`src/rtl/ppu_pkg.sv`:
```
// Shared types and constants for the palette pixel upscaler.
`timescale 1ns / 1ps
`default_nettype none
package ppu_pkg;

	localparam int SRC_WIDTH     = 320;
	localparam int PALETTE_DEPTH = 256;
	localparam int PAL_AW        = $clog2(PALETTE_DEPTH);

	localparam int IDX_W   = 8;
	localparam int CHAN_W  = 8;
	localparam int RGB_W   = 3 * CHAN_W;
	localparam int COL_W   = 9;
	localparam int LINE_W  = 9;
	localparam int PHASE_W = 3;
	localparam int COPY_W  = 2;

	localparam logic [CHAN_W-1:0]  ALPHA_OPAQUE  = 8'hff;
	localparam logic [PHASE_W-1:0] PHASE_RESTART = 3'd5;
	localparam logic [PHASE_W-1:0] PHASE_EXTRA   = 3'd3;
	localparam logic [PHASE_W-1:0] PHASE_EXTRA_F = 3'd2;
	localparam logic [PHASE_W-1:0] PHASE_AFTER   = 3'd1;
	localparam logic [COPY_W-1:0]  COPIES_BASE   = 2'd2;
	localparam logic [COPY_W-1:0]  COPIES_EXTRA  = 2'd3;

	localparam logic REQ_PAL_WRITE = 1'b0;
	localparam logic REQ_PIXEL     = 1'b1;

	localparam int S_TDATA_W = 32;
	localparam int S_TUSER_W = 2;
	localparam int M_TDATA_W = 56;

	localparam int QDEPTH = 4;
	localparam int Q_AW   = $clog2(QDEPTH);
	localparam int QCNT_W = $clog2(QDEPTH + 1);

	typedef struct packed {
		logic [COPY_W-1:0]  line_copies;
		logic [LINE_W-1:0]  dest_first_line;
		logic [COL_W:0]     dest_column;
		logic               row_done;
		logic               in_range;
	} place_t;

	typedef struct packed {
		logic   valid;
		place_t place;
	} item_t;

	typedef struct packed {
		logic [COPY_W-1:0]     line_copies;
		logic [LINE_W-1:0]     dest_first_line;
		logic [COL_W:0]        dest_column;
		logic [4*CHAN_W-1:0]   argb_pixel;
	} out_word_t;

	typedef struct packed {
		logic      row_done;
		out_word_t word;
	} q_entry_t;

endpackage
`default_nettype wire

```
`src/rtl/ppu_front.sv`:
```
// Front end: accepts words, classifies them, places pixels, drives the palette port.
`timescale 1ns / 1ps
`default_nettype none
module ppu_front (
	input  wire logic                             clk,
	input  wire logic                             arst_n,
	input  wire logic                             s_tvalid,
	output logic                                  s_tready,
	input  wire logic [ppu_pkg::S_TDATA_W-1:0]    s_tdata,
	input  wire logic [ppu_pkg::S_TUSER_W-1:0]    s_tuser,
	input  wire logic                             room,
	output logic                                  ram_we,
	output logic                                  ram_re,
	output logic      [ppu_pkg::PAL_AW-1:0]       ram_addr,
	output logic      [ppu_pkg::RGB_W-1:0]        ram_wdata,
	output ppu_pkg::item_t                        item_s1
);
	import ppu_pkg::*;

	logic [COL_W-1:0]   col_q;
	logic [LINE_W-1:0]  line_q;
	logic [PHASE_W-1:0] phase_q;
	logic               flip_q;

	logic [IDX_W-1:0]   idx;
	logic               is_pixel;
	logic               frame_start;
	logic               accept;
	logic               in_range;
	logic [COL_W-1:0]   col_e;
	logic [LINE_W-1:0]  line_e;
	logic [PHASE_W-1:0] phase_e;
	logic               flip_e;
	logic               extra;
	logic [COPY_W-1:0]  copies;
	logic               last;

	assign s_tready    = room;
	assign accept      = s_tvalid & s_tready;
	assign idx         = s_tdata[IDX_W-1:0];
	assign is_pixel    = (s_tuser[0] == REQ_PIXEL);
	assign frame_start = s_tuser[1];
	assign in_range    = ({1'b0, idx} < (IDX_W + 1)'(PALETTE_DEPTH));

	assign ram_we    = accept & (s_tuser[0] == REQ_PAL_WRITE) & in_range;
	assign ram_re    = accept & is_pixel;
	assign ram_addr  = idx[PAL_AW-1:0];
	assign ram_wdata = {s_tdata[IDX_W +: CHAN_W], s_tdata[IDX_W + CHAN_W +: CHAN_W],
	                    s_tdata[IDX_W + 2*CHAN_W +: CHAN_W]};

	always_comb begin
		col_e   = frame_start ? '0 : col_q;
		line_e  = frame_start ? '0 : line_q;
		phase_e = frame_start ? '0 : phase_q;
		flip_e  = frame_start ? 1'b0 : flip_q;
		extra   = (phase_e == (flip_e ? PHASE_EXTRA_F : PHASE_EXTRA)) ||
		          (phase_e == PHASE_RESTART);
		copies  = extra ? COPIES_EXTRA : COPIES_BASE;
		last    = (col_e >= COL_W'(SRC_WIDTH - 1));
	end

	always_ff @(posedge clk or negedge arst_n) begin
		if (!arst_n) begin
			col_q   <= '0;
			line_q  <= '0;
			phase_q <= '0;
			flip_q  <= 1'b0;
		end else if (accept && is_pixel) begin
			if (last) begin
				col_q  <= '0;
				line_q <= line_e + LINE_W'(copies);
				if (phase_e == PHASE_RESTART) begin
					phase_q <= PHASE_AFTER;
					flip_q  <= ~flip_e;
				end else begin
					phase_q <= phase_e + PHASE_W'(1);
					flip_q  <= flip_e;
				end
			end else begin
				col_q   <= col_e + COL_W'(1);
				line_q  <= line_e;
				phase_q <= phase_e;
				flip_q  <= flip_e;
			end
		end
	end

	always_ff @(posedge clk or negedge arst_n) begin
		if (!arst_n) begin
			item_s1 <= '0;
		end else begin
			item_s1.valid <= accept & is_pixel;
			if (accept && is_pixel) begin
				item_s1.place.line_copies     <= copies;
				item_s1.place.dest_first_line <= line_e;
				item_s1.place.dest_column     <= {col_e, 1'b0};
				item_s1.place.row_done        <= last;
				item_s1.place.in_range        <= in_range;
			end
		end
	end

endmodule
`default_nettype wire

```
`config.mk`:
```
export PLATFORM = sky130hd
export DESIGN_NAME = ppu_front
export DESIGN_NICKNAME = d
export VERILOG_FILES = /design/src/rtl/ppu_pkg.sv /design/src/rtl/ppu_front.sv
export SDC_FILE = /design/constraint.sdc
export NUM_CORES = 1
export LEC_CHECK = 0
export BUFFER_PORTS_ARGS = -buffer_cell sky130_fd_sc_hd__buf_2
export CAP_MARGIN = 40
export CORE_ASPECT_RATIO = 0.5
export CORE_MARGIN = 2
export CORE_UTILIZATION = 49
export CTS_CLUSTER_DIAMETER = 100
export DETAILED_ROUTE_END_ITERATION = 12
export PLACE_DENSITY_LB_ADDON = 0.1
export RECOVER_POWER = 50
export SYNTH_ARGS = -nofsm -noshare
export SYNTH_HDL_FRONTEND = slang
export SYNTH_SLANG_ARGS = --single-unit
```
`constraint.sdc`:
```
create_clock -name clk -period 3.55 [get_ports clk]
set_input_delay 0.355 -clock clk [delete_from_list [all_inputs] [get_ports clk]]
set_output_delay 0.355 -clock clk [all_outputs]
set_load 0.02 [all_outputs]
```
==> reports/results.txt, run 1 <==
status - finished, violations left
violated checks - capacitance limit, slew limit
Post-synth EDFFs - 0
internal power - 763 µW
Setup CP Type - reg2reg
WL per Instance - 14.9 µm
CP max-delay cell - or3_1
Main synth FF type - dfrtp_1
DP Area - 2490 µm²
CTS Buf Count - 5
antenna cell count - 0
CP Buf/Inv Count - 1
Tot Pwr - 1030 µW
minimum clock period - 2770 ps
startpoint types - flip-flop
post-synthesis sequential area ratio - 44.0%
Mapped Cells - 274
num rows - 18
Final Hold Viols - 0
critical path's top delay family - simple AND/OR/NAND/NOR gates
Comb pwr share - 10.1%
clock skew - 5.27 ps
placed cells - 329
Core Box Area - 4930 µm²
post-route cell area - 2550 µm²
Overall Global Routing Usage - 18.7%
antenna viol nets, final - 0
LEAKAGE - 0.00120 µW
Final Wtd Congestion - 0.822
Syn. warnings - 0
#FFs+latches synth - 44
DIE HEIGHT - 54.6 µm
count leader, synth - nand2_1
DRC viols - 0
Synth top cells by count - nand2_1, dfrtp_1, buf_4, o21ai_0, nand3b_1
Tcrit/Tclk final - 77.9%
vias in the first global route - 1,574
I/O Buffers - 31
Worst Path Required - 3730 ps
1st-iter DRT viols - 58
Starting Density - 50.8%
Yosys top cell by area - dfrtp_1
HPWL after DPL - 3.58 mm
worst vdd ir - 0.000159 V
P_sw - 264 µW
worst path cell trace - nand3b_1, o21ai_0, nor2b_1, ha_1, inv_1, ha_1, nand3b_1, or3_1, a2111oi_4, xnor2_1, o21ai_1
initial antenna violation count - 0
Final setup viols - 0
max frequency - 361 MHz
largest cells by area after synthesis - dfrtp_1, buf_4, nand2_1
Post-CTS Resized - 0
grt total ovfl - 0
Initial DRT Pass Iterations - 4
Avg Synthesized Cell Area - 9.14 µm²
vias - 1,770
first-pass GRT wire length - 8.05 mm
Synth Net Count - 315
area of the mapped netlist - 2500 µm²
Max Cap Viol - 2
setup_tns - 0 ps
Layout Cells excl Fill - 338
utilization after layout - 51.8%
Worst setup EP type - flip-flop
delay of the slowest cell on the worst path - 450 ps
I/O pin cnt - 97
Die W - 105 µm
full die area - 5730 µm²
Netlist cell types - 41
fin nets - 308
asr flop ratio synth - 100%
Sw Ratio - 25.7%
post-synth top area share - 44.0%
drt total wl - 5.03 mm
clock power share - 37.0%
Worst Path Arrival - 2950 ps
layout cells sized above 1 - 16.0%
clock slew at reported path FFs - 80 ps
Max Slew Vio Count - 82
PwrDens - 402 nW/µm²
H-tree levels - 2
actual slew at the worst max-slew pin - 2460 ps
HP Class - in2reg
Root Buffer - clkbuf_8
Clock Tree Buf Depth - 2
largest net degree at the start of global routing - 52
clk_lat worst skew - 300 ps
P&R area growth vs syn - 1.95%
Sink Count - 44
Worst slew margin - -64.3%
sequential power share - 52.9%
maximum fanout along the worst path - 6
RSZ-0062 raised after global routing - false
vias per std cell - 5.24
CTS tree - done
kinds of logic after synthesis:
| logic type | synth area share, % |
|---|---|
| buffers and inverters | 14.0 |
| adders and majority gates | 1.50 |
| other | 0.150 |
| and+or+nand+nor | 21.9 |
| xor gates and xnor gates | 2.10 |
| muxes | 1.25 |
| AOI/OAI and AO/OA | 15.1 |
| DFF | 44.0 |
worst min-delay path: cells and delay by family:
kind	cells	cell delay (ps)
buf+inv	1	190
simple gates	1	90
compound gates	1	60
sequential cells by signal, indices dropped and copies added, names as in the netlist:
name     flops
item_s1     22
col_q        9
line_q       9
phase_q      3
flip_q       1
layout make-up:
class	instances	area, µm²
multi-input combinational	175	1050
sequential	44	1100
timing repair buffer	37	186
clock inverter	3	42.5
tap	70	87.6
fill	480	2380
clock buffer	5	68.8
inverter	4	15.0
cells in the final DEF (no fill, tap or decap), types with 5 or more instances in the layout:
cell type	count
xnor2_1	6
nand2_1	60
dfrtp_1	44
clkbuf_1	7
nor2b_1	6
nor2_1	7
buf_2	27
nand2b_1	9
a21oi_1	9
nand3_1	10
nand3b_1	11
clkbuf_8	5
o21ai_0	16
stage by stage:
step           hold WS (ps)  worst slack [ps]
3_5_place_dp            307               665
4_1_cts                 437               800
2_1_floorplan          59.4               945
6_report                439               784
5_1_grt                 478               424
3_3_place_gp            447               693
what timing repair did:
action / in CTS / in global routing
setup buffers: 0 / 0
hold endpoints to repair: 15 / 0
hold buffers: 1 / 0
final timing paths:
path                       startpoint           to  slack [ps]  cells past startpoint
max                        phase_q[1]    line_q[8]         780                     11
min                        s_tuser[1]    line_q[7]         440                      3
max reg2reg                phase_q[1]    line_q[8]         780                     11
min reg2reg                item_s1[8]   item_s1[8]         460                      2
max in group asynchronous      arst_n   item_s1[6]         940                      3
min in group asynchronous      arst_n  item_s1[21]         690                      2
routing by layer:
metal	GRT usage, %	part of all wire [%]	up-vias
li1	-	-	877
met2	26.4	39	49
met4	11.1	3.4	0
met5	0	0	-
met1	26.2	51	817
met3	4.52	6.3	27
power by group through the flow:
stage / Clock [µW] / Combinational (µW) / Sequential, µW
3_5_place_dp: 0 / 110 / 553
2_1_floorplan: 0 / 110 / 561
6_report: 380 / 103 / 543
3_3_place_gp: 0 / 103 / 552
4_1_cts: 392 / 112 / 543
5_1_grt: 413 / 119 / 548
Power figures use the tool's default switching activity.
==> inputs of run 2 (changes only) <==
Settings changed: CORE_UTILIZATION 49 to 44.
Clock period 3.55 ns to 2.4 ns, I/O delays scaled along.
==> run 2 against run 1 <==
The run now ends clean. Power rose by 69%. Cell count up 4.4%. Clock power grew 100%. Largest cell class unchanged. Sequential power increased by 47%. Highest routed layer unchanged. Critical path depth did not move. Largest power group unchanged. Global-route usage decreased by 0.47 points. Routed wire length rose by 6.1%.
==> reports/results.txt, run 2 (synthesis gave the netlist of run 1 again) <==
I/O Buffers - 31 (unchanged)
fin nets - 320 (+3.9%)
LEAKAGE - 0.00127 µW (+6.1%)
Sink Count - 44 (unchanged)
minimum clock period - 2290 ps (-478 ps)
clock slew at reported path FFs - 60 ps (-20 ps)
Setup CP Type - reg2reg
Worst Path Required - 2570 ps (-1160 ps)
Post-CTS Setup Inserts - 0 (unchanged)
worst r2r src - phase_q[2]
1st-iter DRT viols - 63 (+8.6%)
Worst slew margin - 37.5% (+100 points)
vias in the first global route - 1,882 (+20%)
worst vdd ir - 0.000284 V (+79%)
initial antenna violation count - 0 (unchanged)
maximum fanout along the worst path - 3 (-3)
Top reg by flops - item_s1
Final setup viols - 0 (unchanged)
Final Hold Viols - 0 (unchanged)
Tcrit/Tclk final - 95.3% (+17 points)
last element of the critical path - line_q[8]
first-pass GRT wire length - 9.20 mm (+14%)
Max Cap Viol - 0 (-2)
Top Registers - item_s1: 22 flops, col_q: 9 flops, line_q: 9 flops
antenna viol nets, final - 0 (unchanged)
actual slew at the worst max-slew pin - 938 ps (-1530 ps)
num rows - 19 (+1)
Worst Path Arrival - 2460 ps (-490 ps)
vias per std cell - 5.30 (+1.2%)
HPWL after DPL - 3.78 mm (+5.5%)
Core Box Area - 5490 µm² (+11%)
CTS tree - done
HP Class - in2reg
full die area - 6350 µm² (+11%)
grt total ovfl - 0 (unchanged)
max frequency - 437 MHz (+21%)
Largest register FFs - 22 (unchanged)
DRC viols - 0 (unchanged)
Overall Global Routing Usage - 18.2% (-0.47 points)
Root Buffer - clkbuf_16
clk_lat worst skew - 290 ps (about the same)
DIE HEIGHT - 57.4 µm (+5.1%)
Max Slew Vio Count - 0 (-100%)
H-tree levels - 2 (unchanged)
drt total wl - 5.34 mm (+6.1%)
layout cells sized above 1 - 20.4% (+4.3 points)
worst path cell trace - nand2b_1, o21ai_1, nor2b_4, ha_4, inv_2, ha_4, nand3b_1, or3_4, a2111oi_4, xnor2_1, o21ai_1
PwrDens - 633 nW/µm² (+57%)
vias - 1,870 (+5.6%)
CTS Buf Count - 5 (unchanged)
Setup WS pre-CTS - 27.9 ps (-637 ps)
RSZ-0062 raised after global routing - true
clock skew - 6.86 ps (+1.60 ps)
Initial DRT Pass Iterations - 4 (unchanged)
slack of the worst reg-to-reg path - 110 ps (-670 ps)
Worst setup EP type - flip-flop
CP max-delay cell - dfrtp_1
P&R area growth vs syn - 9.39%
commonest cells after routing, fill and taps aside - nand2_1, dfrtp_1, buf_2
worst r2r path cells - 11 (unchanged)
antenna cell count - 0 (unchanged)
Worst setup startpoint - phase_q[2]
PnR worst setup slack - 112 ps (-672 ps)
Final Wtd Congestion - 0.787 (-4.2%)
Worst R2R End - line_q[8]
Starting Density - 45.6% (-5.2 points)
delay of the slowest cell on the worst path - 390 ps (-60 ps)
placed cells - 344 (+4.6%)
Layout Cells excl Fill - 353 (+4.4%)
Clock Tree Buf Depth - 2 (unchanged)
Die W - 111 µm (+5.3%)
startpoint types - flip-flop
largest net degree at the start of global routing - 52 (unchanged)
I/O pin cnt - 97 (unchanged)
status - completed
WL per Instance - 15.1 µm (+1.6%)
most common cell after layout, fill and taps aside - nand2_1
run 2: final cells by class:
cell class / instances / area, µm²
Clock buffer: 6 / 129
Clock inverter: 2 / 35.0
Fill cell: 506 / 2750
Inverter: 4 / 15.0
Multi-Input combinational cell: 175 / 1090
Sequential cell: 44 / 1100
Tap cell: 73 / 91.3
Timing Repair Buffer: 49 / 279
run 2: worst min path at each step:
stage	from	to	slack [ps]	cells past startpoint
floorplan	arst_n	col_q[0]	-60	0
finish	s_tuser[1]	item_s1[4]	330	4
global placement	arst_n	item_s1[21]	160	1
CTS	s_tuser[1]	item_s1[4]	340	4
detailed placement	arst_n	line_q[0]	160	1
global route	s_tuser[1]	item_s1[4]	380	4
run 2: layer usage:
metal  track usage (%)  share of wire [%]  wire (µm)  vias to the layer above
met2              27.3                 43       2320                       45
met3              4.57                5.4        288                       31
met5                 0                  0          0                        -
li1                  -                  -          -                      903
met1              24.9                 49       2600                      891
met4              9.11                2.6        137                        0
run 2: repair_timing:
action | 4_1_cts | 5_1_grt
endpoints found under the hold margin | 14 | 0
hold buffers | 1 | 0
endpoints found under the setup margin | 0 | 2
gates resized for setup | 0 | 6
run 2: power by group:
group	leakage [µW]	switching, µW	total (µW)	internal (µW)
clock	0.0000808	273	763	489
sequential	0.000588	26.3	800	773
combinational	0.000599	112	172	60.4
run 2: through the flow:
step,total power (µW),setup TNS (ps),hold slack [ps],instance area (µm²),util (%)
2_1_floorplan,993,-2.53,-55.6,2520,-
3_5_place_dp,987,0,164,2560,46.6
5_1_grt,1810,-39.7,384,2740,49.9
3_3_place_gp,984,0,163,2560,46.6
6_report,1730,0,332,2740,49.9
4_1_cts,1760,0,337,2730,49.7
run 2: critical path: cells and delay by family (launching register included):
kind	cells	cell delay, ps
and+or+nand+nor	4	870
AOI/OAI and AO/OA	3	420
DFF	1	390
adders and majority gates	2	290
xor gates and xnor gates	1	160
buffers and inverters	1	40
